### config.mk
export PLATFORM = sky130hd
export DESIGN_NAME = fuzzy_subsequence_scorer_top
export DESIGN_NICKNAME = d
export VERILOG_FILES = /design/src/hdl/fss_pkg.sv /design/src/hdl/fuzzy_subsequence_scorer_top.sv /design/src/hdl/fss_pattern_mem.sv /design/src/hdl/fss_scan.sv
export SDC_FILE = /design/constraint.sdc
export NUM_CORES = 2
export LEC_CHECK = 0
export ABC_AREA = 0
export CORE_MARGIN = 2
export CORE_UTILIZATION = 58
export CTS_CLUSTER_DIAMETER = 30
export CTS_CLUSTER_SIZE = 40
export DETAILED_ROUTE_END_ITERATION = 7
export DONT_BUFFER_PORTS = 1
export GPL_ROUTABILITY_DRIVEN = 0
export PLACE_DENSITY = 0.76
export SYNTH_ARGS = -nofsm -noshare
export SYNTH_HDL_FRONTEND = slang
export SYNTH_SLANG_ARGS = --single-unit
### constraint.sdc
create_clock -name clk -period 8.7 [get_ports clk]
set_input_delay 0.87 -clock clk [delete_from_list [all_inputs] [get_ports clk]]
set_output_delay 0.87 -clock clk [all_outputs]
set_load 0.01 [all_outputs]
### src/hdl/fss_pkg.sv
// fss_pkg: shared types for the fuzzy subsequence scorer
// holds the configuration bundle, the match class codes and the result bundle
// no dependencies
`timescale 1ns / 1ps

package fss_pkg;

    typedef enum logic [1:0] {
        CLASS_NONE   = 2'd0,
        CLASS_EXACT  = 2'd1,
        CLASS_PREFIX = 2'd2,
        CLASS_SUBSEQ = 2'd3
    } class_t;

    typedef struct packed {
        logic        [7:0]  weight_char;
        logic        [7:0]  weight_consec;
        logic        [7:0]  weight_start;
        logic        [7:0]  weight_boundary;
        logic        [7:0]  weight_gap;
        logic signed [15:0] miss_score;
        logic signed [15:0] exact_score;
        logic signed [15:0] prefix_score;
    } fss_cfg_t;

    typedef struct packed {
        logic signed [31:0] score;
        class_t             match_class;
    } fss_result_t;

endpackage

### src/hdl/fuzzy_subsequence_scorer_top.sv
// Fuzzy subsequence scorer. Items are taken at one per cycle while not stalled, whatever their kind:
// kind 0 appends a pattern byte, 1 streams a text byte, 2 ends the text and
// produces one result, 3 clears the pattern; appends and clears also restart the
// text scan. The pattern sits in a dual-read memory whose registered read data
// always holds the bytes at the current text position and match position, so a
// text byte is scored in the cycle it is accepted. A result appears in the
// output register on the cycle after its end of text item and the input is
// stalled only while that register is full and stalled itself. Configuration
// registers are always ready and may be written only while no item is in flight.
// depends on fss_pkg, fss_pattern_mem, fss_scan
`timescale 1ns / 1ps

module fuzzy_subsequence_scorer_top
    import fss_pkg::*;
#(
    parameter int PATTERN_DEPTH   = 256,
    parameter int TEXT_COUNT_BITS = 16
) (
    input  logic               clk,
    input  logic               rst_n,
    input  logic               text_valid,
    output logic               text_stall,
    input  logic [1:0]         kind,
    input  logic [7:0]         text_byte,
    output logic               result_valid,
    input  logic               result_stall,
    output logic signed [31:0] score,
    output logic [1:0]         match_class,
    input  logic               cfg_valid,
    output logic               cfg_ready,
    input  logic [2:0]         cfg_index,
    input  logic [15:0]        cfg_data
);

    localparam int AW = $clog2(PATTERN_DEPTH);

    typedef enum logic [2:0] {
        REG_WEIGHT_CHAR     = 3'd0,
        REG_WEIGHT_CONSEC   = 3'd1,
        REG_WEIGHT_START    = 3'd2,
        REG_WEIGHT_BOUNDARY = 3'd3,
        REG_WEIGHT_GAP      = 3'd4,
        REG_MISS_SCORE      = 3'd5,
        REG_EXACT_SCORE     = 3'd6,
        REG_PREFIX_SCORE    = 3'd7
    } cfg_reg_t;

    fss_cfg_t    cfg_reg;
    fss_result_t result_reg;
    logic        result_valid_reg;

    logic          item_fire;
    logic          wr_en;
    logic [AW-1:0] wr_addr;
    logic [7:0]    wr_data;
    logic [AW-1:0] rd_addr_a;
    logic [AW-1:0] rd_addr_b;
    logic [7:0]    rd_data_a;
    logic [7:0]    rd_data_b;
    logic          scan_result_fire;
    fss_result_t   scan_result;

    assign cfg_ready  = 1'b1;
    assign text_stall = result_valid_reg && result_stall;
    assign item_fire  = text_valid && !text_stall;

    always_ff @(posedge clk or negedge rst_n)
    begin
        if (!rst_n)
        begin
            cfg_reg.weight_char     <= 8'd16;
            cfg_reg.weight_consec   <= 8'd8;
            cfg_reg.weight_start    <= 8'd32;
            cfg_reg.weight_boundary <= 8'd24;
            cfg_reg.weight_gap      <= 8'd1;
            cfg_reg.miss_score      <= 16'sd0;
            cfg_reg.exact_score     <= 16'sd10000;
            cfg_reg.prefix_score    <= 16'sd5000;
        end
        else if (cfg_valid && cfg_ready)
        begin
            case (cfg_reg_t'(cfg_index))
                REG_WEIGHT_CHAR:     cfg_reg.weight_char     <= cfg_data[7:0];
                REG_WEIGHT_CONSEC:   cfg_reg.weight_consec   <= cfg_data[7:0];
                REG_WEIGHT_START:    cfg_reg.weight_start    <= cfg_data[7:0];
                REG_WEIGHT_BOUNDARY: cfg_reg.weight_boundary <= cfg_data[7:0];
                REG_WEIGHT_GAP:      cfg_reg.weight_gap      <= cfg_data[7:0];
                REG_MISS_SCORE:      cfg_reg.miss_score      <= cfg_data;
                REG_EXACT_SCORE:     cfg_reg.exact_score     <= cfg_data;
                REG_PREFIX_SCORE:    cfg_reg.prefix_score    <= cfg_data;
                default:
                begin
                end
            endcase
        end
    end

    fss_pattern_mem #(
        .DEPTH (PATTERN_DEPTH),
        .AW    (AW)
    ) u_mem (
        .clk       (clk),
        .wr_en     (wr_en),
        .wr_addr   (wr_addr),
        .wr_data   (wr_data),
        .rd_addr_a (rd_addr_a),
        .rd_addr_b (rd_addr_b),
        .rd_data_a (rd_data_a),
        .rd_data_b (rd_data_b)
    );

    fss_scan #(
        .PATTERN_DEPTH   (PATTERN_DEPTH),
        .TEXT_COUNT_BITS (TEXT_COUNT_BITS),
        .AW              (AW)
    ) u_scan (
        .clk         (clk),
        .rst_n       (rst_n),
        .item_fire   (item_fire),
        .kind        (kind),
        .text_byte   (text_byte),
        .cfg         (cfg_reg),
        .rd_data_a   (rd_data_a),
        .rd_data_b   (rd_data_b),
        .wr_en       (wr_en),
        .wr_addr     (wr_addr),
        .wr_data     (wr_data),
        .rd_addr_a   (rd_addr_a),
        .rd_addr_b   (rd_addr_b),
        .result_fire (scan_result_fire),
        .result      (scan_result)
    );

    // output register, refilled in the same cycle it drains
    always_ff @(posedge clk or negedge rst_n)
    begin
        if (!rst_n)
        begin
            result_valid_reg <= 1'b0;
        end
        else if (scan_result_fire)
        begin
            result_valid_reg <= 1'b1;
        end
        else if (!result_stall)
        begin
            result_valid_reg <= 1'b0;
        end
    end

    always_ff @(posedge clk)
    begin
        if (scan_result_fire)
        begin
            result_reg <= scan_result;
        end
    end

    assign result_valid = result_valid_reg;
    assign score        = result_reg.score;
    assign match_class  = result_reg.match_class;

endmodule

### src/hdl/fss_pattern_mem.sv
// fss_pattern_mem: pattern byte store, one write port and two read ports
// read data is registered; a write to the address being read is forwarded
// no dependencies
`timescale 1ns / 1ps

module fss_pattern_mem #(
    parameter int DEPTH = 256,
    parameter int AW    = $clog2(DEPTH)
) (
    input  logic          clk,
    input  logic          wr_en,
    input  logic [AW-1:0] wr_addr,
    input  logic [7:0]    wr_data,
    input  logic [AW-1:0] rd_addr_a,
    input  logic [AW-1:0] rd_addr_b,
    output logic [7:0]    rd_data_a,
    output logic [7:0]    rd_data_b
);

    logic [7:0] mem [DEPTH];
    logic [7:0] rd_data_a_reg;
    logic [7:0] rd_data_b_reg;

    always_ff @(posedge clk)
    begin
        if (wr_en)
        begin
            mem[wr_addr] <= wr_data;
        end
    end

    // write-first behavior so a freshly appended byte is seen at once
    always_ff @(posedge clk)
    begin
        if (wr_en && (wr_addr == rd_addr_a))
        begin
            rd_data_a_reg <= wr_data;
        end
        else
        begin
            rd_data_a_reg <= mem[rd_addr_a];
        end
        if (wr_en && (wr_addr == rd_addr_b))
        begin
            rd_data_b_reg <= wr_data;
        end
        else
        begin
            rd_data_b_reg <= mem[rd_addr_b];
        end
    end

    assign rd_data_a = rd_data_a_reg;
    assign rd_data_b = rd_data_b_reg;

endmodule

### src/hdl/fss_scan.sv
// fss_scan: text scan state, score update and end of text decision
// drives the pattern store addresses from next state so read data is ready
// depends on fss_pkg
`timescale 1ns / 1ps

module fss_scan
    import fss_pkg::*;
#(
    parameter int PATTERN_DEPTH   = 256,
    parameter int TEXT_COUNT_BITS = 16,
    parameter int AW              = $clog2(PATTERN_DEPTH)
) (
    input  logic          clk,
    input  logic          rst_n,
    input  logic          item_fire,
    input  logic [1:0]    kind,
    input  logic [7:0]    text_byte,
    input  fss_cfg_t      cfg,
    input  logic [7:0]    rd_data_a,
    input  logic [7:0]    rd_data_b,
    output logic          wr_en,
    output logic [AW-1:0] wr_addr,
    output logic [7:0]    wr_data,
    output logic [AW-1:0] rd_addr_a,
    output logic [AW-1:0] rd_addr_b,
    output logic          result_fire,
    output fss_result_t   result
);

    localparam int LW   = $clog2(PATTERN_DEPTH + 1);
    localparam int CW   = (TEXT_COUNT_BITS > LW) ? TEXT_COUNT_BITS : LW;
    localparam int IW   = LW + 11;
    localparam int SW   = 34;
    localparam int DW   = ((TEXT_COUNT_BITS > 32) ? TEXT_COUNT_BITS : 32) + 2;
    localparam logic signed [SW-1:0] S32_MAX = SW'(64'sd2147483647);
    localparam logic signed [SW-1:0] S32_MIN = -SW'(64'sd2147483648);
    localparam logic [TEXT_COUNT_BITS-1:0] COUNT_MAX = '1;

    typedef enum logic [1:0] {
        KIND_APPEND = 2'd0,
        KIND_TEXT   = 2'd1,
        KIND_END    = 2'd2,
        KIND_CLEAR  = 2'd3
    } kind_t;

    localparam logic [7:0] CH_SLASH      = 8'h2F;
    localparam logic [7:0] CH_UNDERSCORE = 8'h5F;
    localparam logic [7:0] CH_HYPHEN     = 8'h2D;
    localparam logic [7:0] CH_DOT        = 8'h2E;

    kind_t kind_code;

    logic [LW-1:0]              pattern_len_reg, pattern_len_next;
    logic [LW-1:0]              match_idx_reg, match_idx_next;
    logic [LW-1:0]              run_len_reg, run_len_next;
    logic                       in_run_reg, in_run_next;
    logic                       started_reg, started_next;
    logic [7:0]                 prev_byte_reg, prev_byte_next;
    logic [TEXT_COUNT_BITS-1:0] text_cnt_reg, text_cnt_next;
    logic                       equal_reg, equal_next;
    logic signed [31:0]         run_score_reg, run_score_next;

    logic [CW-1:0]       tc_ext;
    logic [CW-1:0]       len_ext;
    logic [CW-1:0]       tc_next_ext;
    logic [LW:0]         run_plus;
    logic [LW+8:0]       consec_prod;
    logic [7:0]          pos_bonus;
    logic [IW-1:0]       score_inc;
    logic signed [SW-1:0] run_ext;
    logic signed [SW-1:0] sum_hit;
    logic signed [SW-1:0] sum_gap;
    logic signed [DW-1:0] final_diff;
    logic                 boundary_prev;

    assign kind_code = kind_t'(kind);
    assign tc_ext    = CW'(text_cnt_reg);
    assign len_ext   = CW'(pattern_len_reg);

    assign boundary_prev = (prev_byte_reg == CH_SLASH) || (prev_byte_reg == CH_UNDERSCORE)
                        || (prev_byte_reg == CH_HYPHEN) || (prev_byte_reg == CH_DOT);

    // increment for a hit depends on registers only, not on the compare
    assign run_plus    = {1'b0, run_len_reg} + 1'b1;
    assign consec_prod = (LW + 9)'(run_plus) * (LW + 9)'(cfg.weight_consec);
    assign pos_bonus   = (text_cnt_reg == '0) ? cfg.weight_start
                       : (boundary_prev ? cfg.weight_boundary : 8'd0);
    assign score_inc   = IW'(cfg.weight_char) + (in_run_reg ? IW'(consec_prod) : IW'(0))
                       + IW'(pos_bonus);

    assign run_ext = {{(SW - 32){run_score_reg[31]}}, run_score_reg};
    assign sum_hit = run_ext + $signed(SW'(score_inc));
    assign sum_gap = run_ext - $signed(SW'(cfg.weight_gap));
    assign final_diff = $signed({{(DW - 32){run_score_reg[31]}}, run_score_reg})
                      - $signed(DW'(text_cnt_reg));

    always_comb
    begin
        pattern_len_next = pattern_len_reg;
        match_idx_next   = match_idx_reg;
        run_len_next     = run_len_reg;
        in_run_next      = in_run_reg;
        started_next     = started_reg;
        prev_byte_next   = prev_byte_reg;
        text_cnt_next    = text_cnt_reg;
        equal_next       = equal_reg;
        run_score_next   = run_score_reg;
        wr_en            = 1'b0;
        result_fire      = 1'b0;
        if (item_fire)
        begin
            if (kind_code == KIND_TEXT)
            begin
                if (equal_reg && (tc_ext < len_ext) && (rd_data_a != text_byte))
                begin
                    equal_next = 1'b0;
                end
                if (match_idx_reg < pattern_len_reg)
                begin
                    if (rd_data_b == text_byte)
                    begin
                        started_next   = 1'b1;
                        match_idx_next = match_idx_reg + 1'b1;
                        in_run_next    = 1'b1;
                        run_len_next   = in_run_reg ? LW'(run_plus) : LW'(1);
                        run_score_next = (sum_hit > S32_MAX) ? 32'sh7FFF_FFFF : sum_hit[31:0];
                    end
                    else
                    begin
                        in_run_next  = 1'b0;
                        run_len_next = '0;
                        if (started_reg)
                        begin
                            run_score_next = (sum_gap < S32_MIN) ? 32'sh8000_0000
                                                                 : sum_gap[31:0];
                        end
                    end
                end
                prev_byte_next = text_byte;
                if (text_cnt_reg != COUNT_MAX)
                begin
                    text_cnt_next = text_cnt_reg + 1'b1;
                end
            end
            else
            begin
                // append, clear and end of text all restart the scan
                match_idx_next = '0;
                run_len_next   = '0;
                in_run_next    = 1'b0;
                started_next   = 1'b0;
                prev_byte_next = '0;
                text_cnt_next  = '0;
                equal_next     = 1'b1;
                run_score_next = '0;
                case (kind_code)
                    KIND_APPEND:
                    begin
                        if (pattern_len_reg < LW'(PATTERN_DEPTH))
                        begin
                            wr_en            = 1'b1;
                            pattern_len_next = pattern_len_reg + 1'b1;
                        end
                    end
                    KIND_CLEAR:
                    begin
                        pattern_len_next = '0;
                    end
                    KIND_END:
                    begin
                        result_fire = 1'b1;
                    end
                    default:
                    begin
                    end
                endcase
            end
        end
    end

    always_comb
    begin
        if (pattern_len_reg == '0)
        begin
            result.score       = {{16{cfg.miss_score[15]}}, cfg.miss_score};
            result.match_class = CLASS_NONE;
        end
        else if (equal_reg && (tc_ext == len_ext))
        begin
            result.score       = {{16{cfg.exact_score[15]}}, cfg.exact_score};
            result.match_class = CLASS_EXACT;
        end
        else if (equal_reg && (tc_ext > len_ext))
        begin
            result.score       = {{16{cfg.prefix_score[15]}}, cfg.prefix_score};
            result.match_class = CLASS_PREFIX;
        end
        else if (match_idx_reg < pattern_len_reg)
        begin
            result.score       = {{16{cfg.miss_score[15]}}, cfg.miss_score};
            result.match_class = CLASS_NONE;
        end
        else
        begin
            result.score       = (final_diff < DW'(1)) ? 32'sd1 : final_diff[31:0];
            result.match_class = CLASS_SUBSEQ;
        end
    end

    // read addresses follow next state so the bytes under both indexes are ready
    assign tc_next_ext = CW'(text_cnt_next);
    assign rd_addr_a   = tc_next_ext[AW-1:0];
    assign rd_addr_b   = match_idx_next[AW-1:0];
    assign wr_addr     = pattern_len_reg[AW-1:0];
    assign wr_data     = text_byte;

    always_ff @(posedge clk or negedge rst_n)
    begin
        if (!rst_n)
        begin
            pattern_len_reg <= '0;
            match_idx_reg   <= '0;
            run_len_reg     <= '0;
            in_run_reg      <= 1'b0;
            started_reg     <= 1'b0;
            prev_byte_reg   <= '0;
            text_cnt_reg    <= '0;
            equal_reg       <= 1'b1;
            run_score_reg   <= '0;
        end
        else
        begin
            pattern_len_reg <= pattern_len_next;
            match_idx_reg   <= match_idx_next;
            run_len_reg     <= run_len_next;
            in_run_reg      <= in_run_next;
            started_reg     <= started_next;
            prev_byte_reg   <= prev_byte_next;
            text_cnt_reg    <= text_cnt_next;
            equal_reg       <= equal_next;
            run_score_reg   <= run_score_next;
        end
    end

endmodule

==> impl_metrics.env <==
export IMPL_gr_total_overflow=0
export IMPL_drt_iter0_markers=12200
export IMPL_synth_warnings=0
export IMPL_sequentialPowerShare_pct=35.9
export IMPL_netlist_area_um2=112000
export IMPL_drtAntennaViolNets=0
export IMPL_p_switching_w=0.00927
export IMPL_maxCapViolations=2
export IMPL_p_clk_share_pct=48.6
export IMPL_syn_inst=6510
export IMPL_die_h_um=444
export IMPL_worst_pin_slew_ns=1.59
export IMPL_num_rows=161
export IMPL_combinationalPowerShare_pct=15.5
export IMPL_fp_dieW_um=444
export IMPL_skew_ns=0.0677
export IMPL_min_path_type="input port to flop"
export IMPL_crit_path_max_fanout=9
export IMPL_slowest_stage="fa_1"
export IMPL_hold_violations=0
export IMPL_area_growth_pct=15.7
export IMPL_antenna_found_initial=23
export IMPL_crit_required_ns=9.58
export IMPL_io_pins=71
export IMPL_die_area_um2=197000
export IMPL_fin_util_pct=67.5
export IMPL_ys_ff_latch=2273
export IMPL_violations="DRC, capacitance limit, slew limit"
export IMPL_setup_violations=0
export IMPL_cts_buffers_inserted=440
export IMPL_max_freq_mhz=121
export IMPL_synth_edf_count=2082
export IMPL_post_route_period_util_pct=95.0
export IMPL_drive_gt1_share_pct=30.5
export IMPL_p_total_w=0.0346
export IMPL_placed_area_um2=115000
export IMPL_max_stage_delay_ns=0.55
export IMPL_hold_slack_ns=0.0444
export IMPL_synth_area_per_cell_um2=17.3
export IMPL_cp_arrival_ns=9.15
export IMPL_finalMaxSlewViolations=13
export IMPL_power_leakage_nw=41.5
export IMPL_final_cell_area_um2=130000
export IMPL_grt_start_max_net_pins=264
export IMPL_cts_sinks=2273
export IMPL_rsz0062_at_grt="true"
export IMPL_synth_seq_area_share_pct=59.9
export IMPL_cts_buffer_depth=4
export IMPL_grt_pass1_wl_um=511000
export IMPL_nFillCells=11900
export IMPL_first_pass_iters=8
export IMPL_drt_wl_total_um=356000
export IMPL_status="finished, violations left"
export IMPL_fin_crit_ns=8.26
export IMPL_synth_async_reset_ratio_pct=7.70
export IMPL_vdd_drop_max_mv=0.218
export IMPL_p_int_w=0.0254
export IMPL_fin_nets=6868
export IMPL_core_area_um2=193000
export IMPL_ys_types=81
export IMPL_dp_hpwl_um=213000
export IMPL_route_vias_total=71600
export IMPL_cts_max_level=5
export IMPL_largest_register_ffs=2048
export IMPL_max_slew_margin_rel_pct=-6.33
export IMPL_synth_fp_nets=6723
export IMPL_p_sw_share_pct=26.8
export IMPL_numPortBuffers=0
export IMPL_start_util_pct=58.3
export IMPL_drc=3
export IMPL_first_global_vias=71000
export IMPL_grt_usage_pct=36.2
export IMPL_start_kind="flop"
export IMPL_clock_latency_ns=0.99
export IMPL_synth_ff_type="edfxtp_1"
export IMPL_cp_common_cell="fa_1"
export IMPL_wl_per_cell_um=37.3
export IMPL_cts_tree="yes"
export IMPL_vias_per_cell=7.50
export IMPL_cts_root_buf="clkbuf_16"
export IMPL_critical_path_class="flop to flop"
export IMPL_cts_clk_slew_worst_paths_ns=0.05
export IMPL_p_per_area_nw_per_um2=267
export IMPL_end_kind="flop"
==> kinds of logic after synthesis <==
kind of cell,Yosys count,synth area share [%]
adders and majority gates,179,2.39
and+or+nand+nor,1112,4.65
DFF,2273,59.9
muxes,1448,25.0
AOI/OAI and AO/OA,775,4.85
xor gates and xnor gates,115,0.897
other,1,0.00334
buffers and inverters,607,2.39
==> cell usage after synthesis, types with 19 or more instances <==
master | number | area share, %
a21o_1 | 30 | 0.20
a21oi_1 | 117 | 0.52
a221oi_1 | 39 | 0.30
a22o_1 | 70 | 0.55
a22oi_1 | 156 | 1.0
a31oi_1 | 19 | 0.11
and2_1 | 47 | 0.26
buf_1 | 78 | 0.26
buf_2 | 84 | 0.37
buf_4 | 29 | 0.19
buf_6 | 26 | 0.26
clkbuf_1 | 244 | 0.82
dfrtp_1 | 158 | 3.5
edfxtp_1 | 2082 | 56
fa_1 | 60 | 1.1
ha_1 | 119 | 1.3
inv_1 | 146 | 0.49
mux2_2 | 112 | 1.1
mux2i_1 | 264 | 2.4
mux4_2 | 1072 | 21
nand2_1 | 200 | 0.67
nand2b_1 | 22 | 0.12
nand3_1 | 104 | 0.46
nand4_1 | 22 | 0.12
nor2_1 | 453 | 1.5
nor2b_1 | 64 | 0.36
nor3_1 | 61 | 0.27
nor4_1 | 25 | 0.14
o21a_1 | 21 | 0.14
o21ai_0 | 109 | 0.49
o22ai_1 | 48 | 0.27
or3_1 | 35 | 0.19
xnor2_1 | 82 | 0.64
xor2_1 | 33 | 0.26
==> placed cells by master, fill, tap and decap left out, types with 117 or more instances in the layout <==
cell type,netlist,layout
a22oi_1,156,156
buf_4,29,126
clkbuf_16,0,443
dfrtp_1,158,157
edfxtp_1,2082,2082
ha_1,119,117
inv_1,146,146
mux2i_1,264,264
mux4_2,1072,1072
nand2_1,200,200
nor2_1,453,445
==> critical path: cells and delay by family (launching register included) <==
family                   cells  cell delay (ns)
AO/OA/AOI/OAI               10             1.70
XOR/XNOR                     3             0.53
adder cells (fa/ha/maj)      9             3.53
buffers and inverters        6             0.58
flip-flops                   1             0.43
AND/OR/NAND/NOR              9             1.39
==> layout make-up <==
cell class                      count  area (µm²)  share of cell area [%]
Antenna cell                       16        40.0                  0.0308
Tap cell                         2526        3160                    2.43
Multi-Input combinational cell   3630       42600                    32.8
Clock inverter                    316        3410                    2.62
Clock buffer                      483       11300                    8.67
Timing Repair Buffer              164        1630                    1.25
Sequential cell                  2273       67300                    51.8
Inverter                          146         548                   0.422
==> power by group through the flow <==
| stage | Clock [W] | Sequential [W] | Combinational [W] |
|---|---|---|---|
| global placement | 0 | 0.0126 | 0.00508 |
| detailed placement | 0 | 0.0126 | 0.00513 |
| global route | 0.0173 | 0.0124 | 0.00563 |
| CTS | 0.0169 | 0.0124 | 0.00522 |
| floorplan | 0 | 0.0124 | 0.00377 |
| finish | 0.0169 | 0.0124 | 0.00536 |
==> path summary, 6_finish.rpt <==
kind,slack (ns),endpoint,from,cells past startpoint
min in group asynchronous,0.56,cfg_reg[16],rst_n,2
max,0.44,u_scan.run_score_reg[27],u_scan.run_len_reg[1],37
max in group asynchronous,7.17,u_scan.run_len_reg[2],rst_n,2
max reg2reg,0.44,u_scan.run_score_reg[27],u_scan.run_len_reg[1],37
min,0.04,cfg_reg[23],cfg_data[7],1
min reg2reg,0.47,u_scan.prev_byte_reg[3],u_scan.prev_byte_reg[3],2
==> layer usage <==
layer | global-route usage [%] | vias up | wire, µm
li1 | - | 27400 | -
met1 | 46.7 | 36300 | 119000
met2 | 52.7 | 6562 | 159000
met3 | 13.1 | 1330 | 52700
met4 | 22.0 | 30 | 25800
met5 | 0 | - | 224
==> metrics by stage <==
step / setup TNS, ns / std cells / worst slack (ns)
2_1_floorplan: 0 / 6510 / 0.263
3_3_place_gp: 0 / 8726 / 0.0956
3_5_place_dp: 0 / 8726 / 0.0198
4_1_cts: 0 / 9534 / 0.0862
5_1_grt: -0.271 / 9538 / -0.0460
6_report: 0 / 9554 / 0.435
==> timing repair <==
item | 4_1_cts | 5_1_grt
pin swaps | 0 | 4
hold buffers | 9 | 1
endpoints found under the setup margin | 3 | 32
endpoints found under the hold margin | 213 | 1
setup buffers | 0 | 3
resized for setup | 1 | 18
No activity file was read; power rests on OpenSTA's default activity.
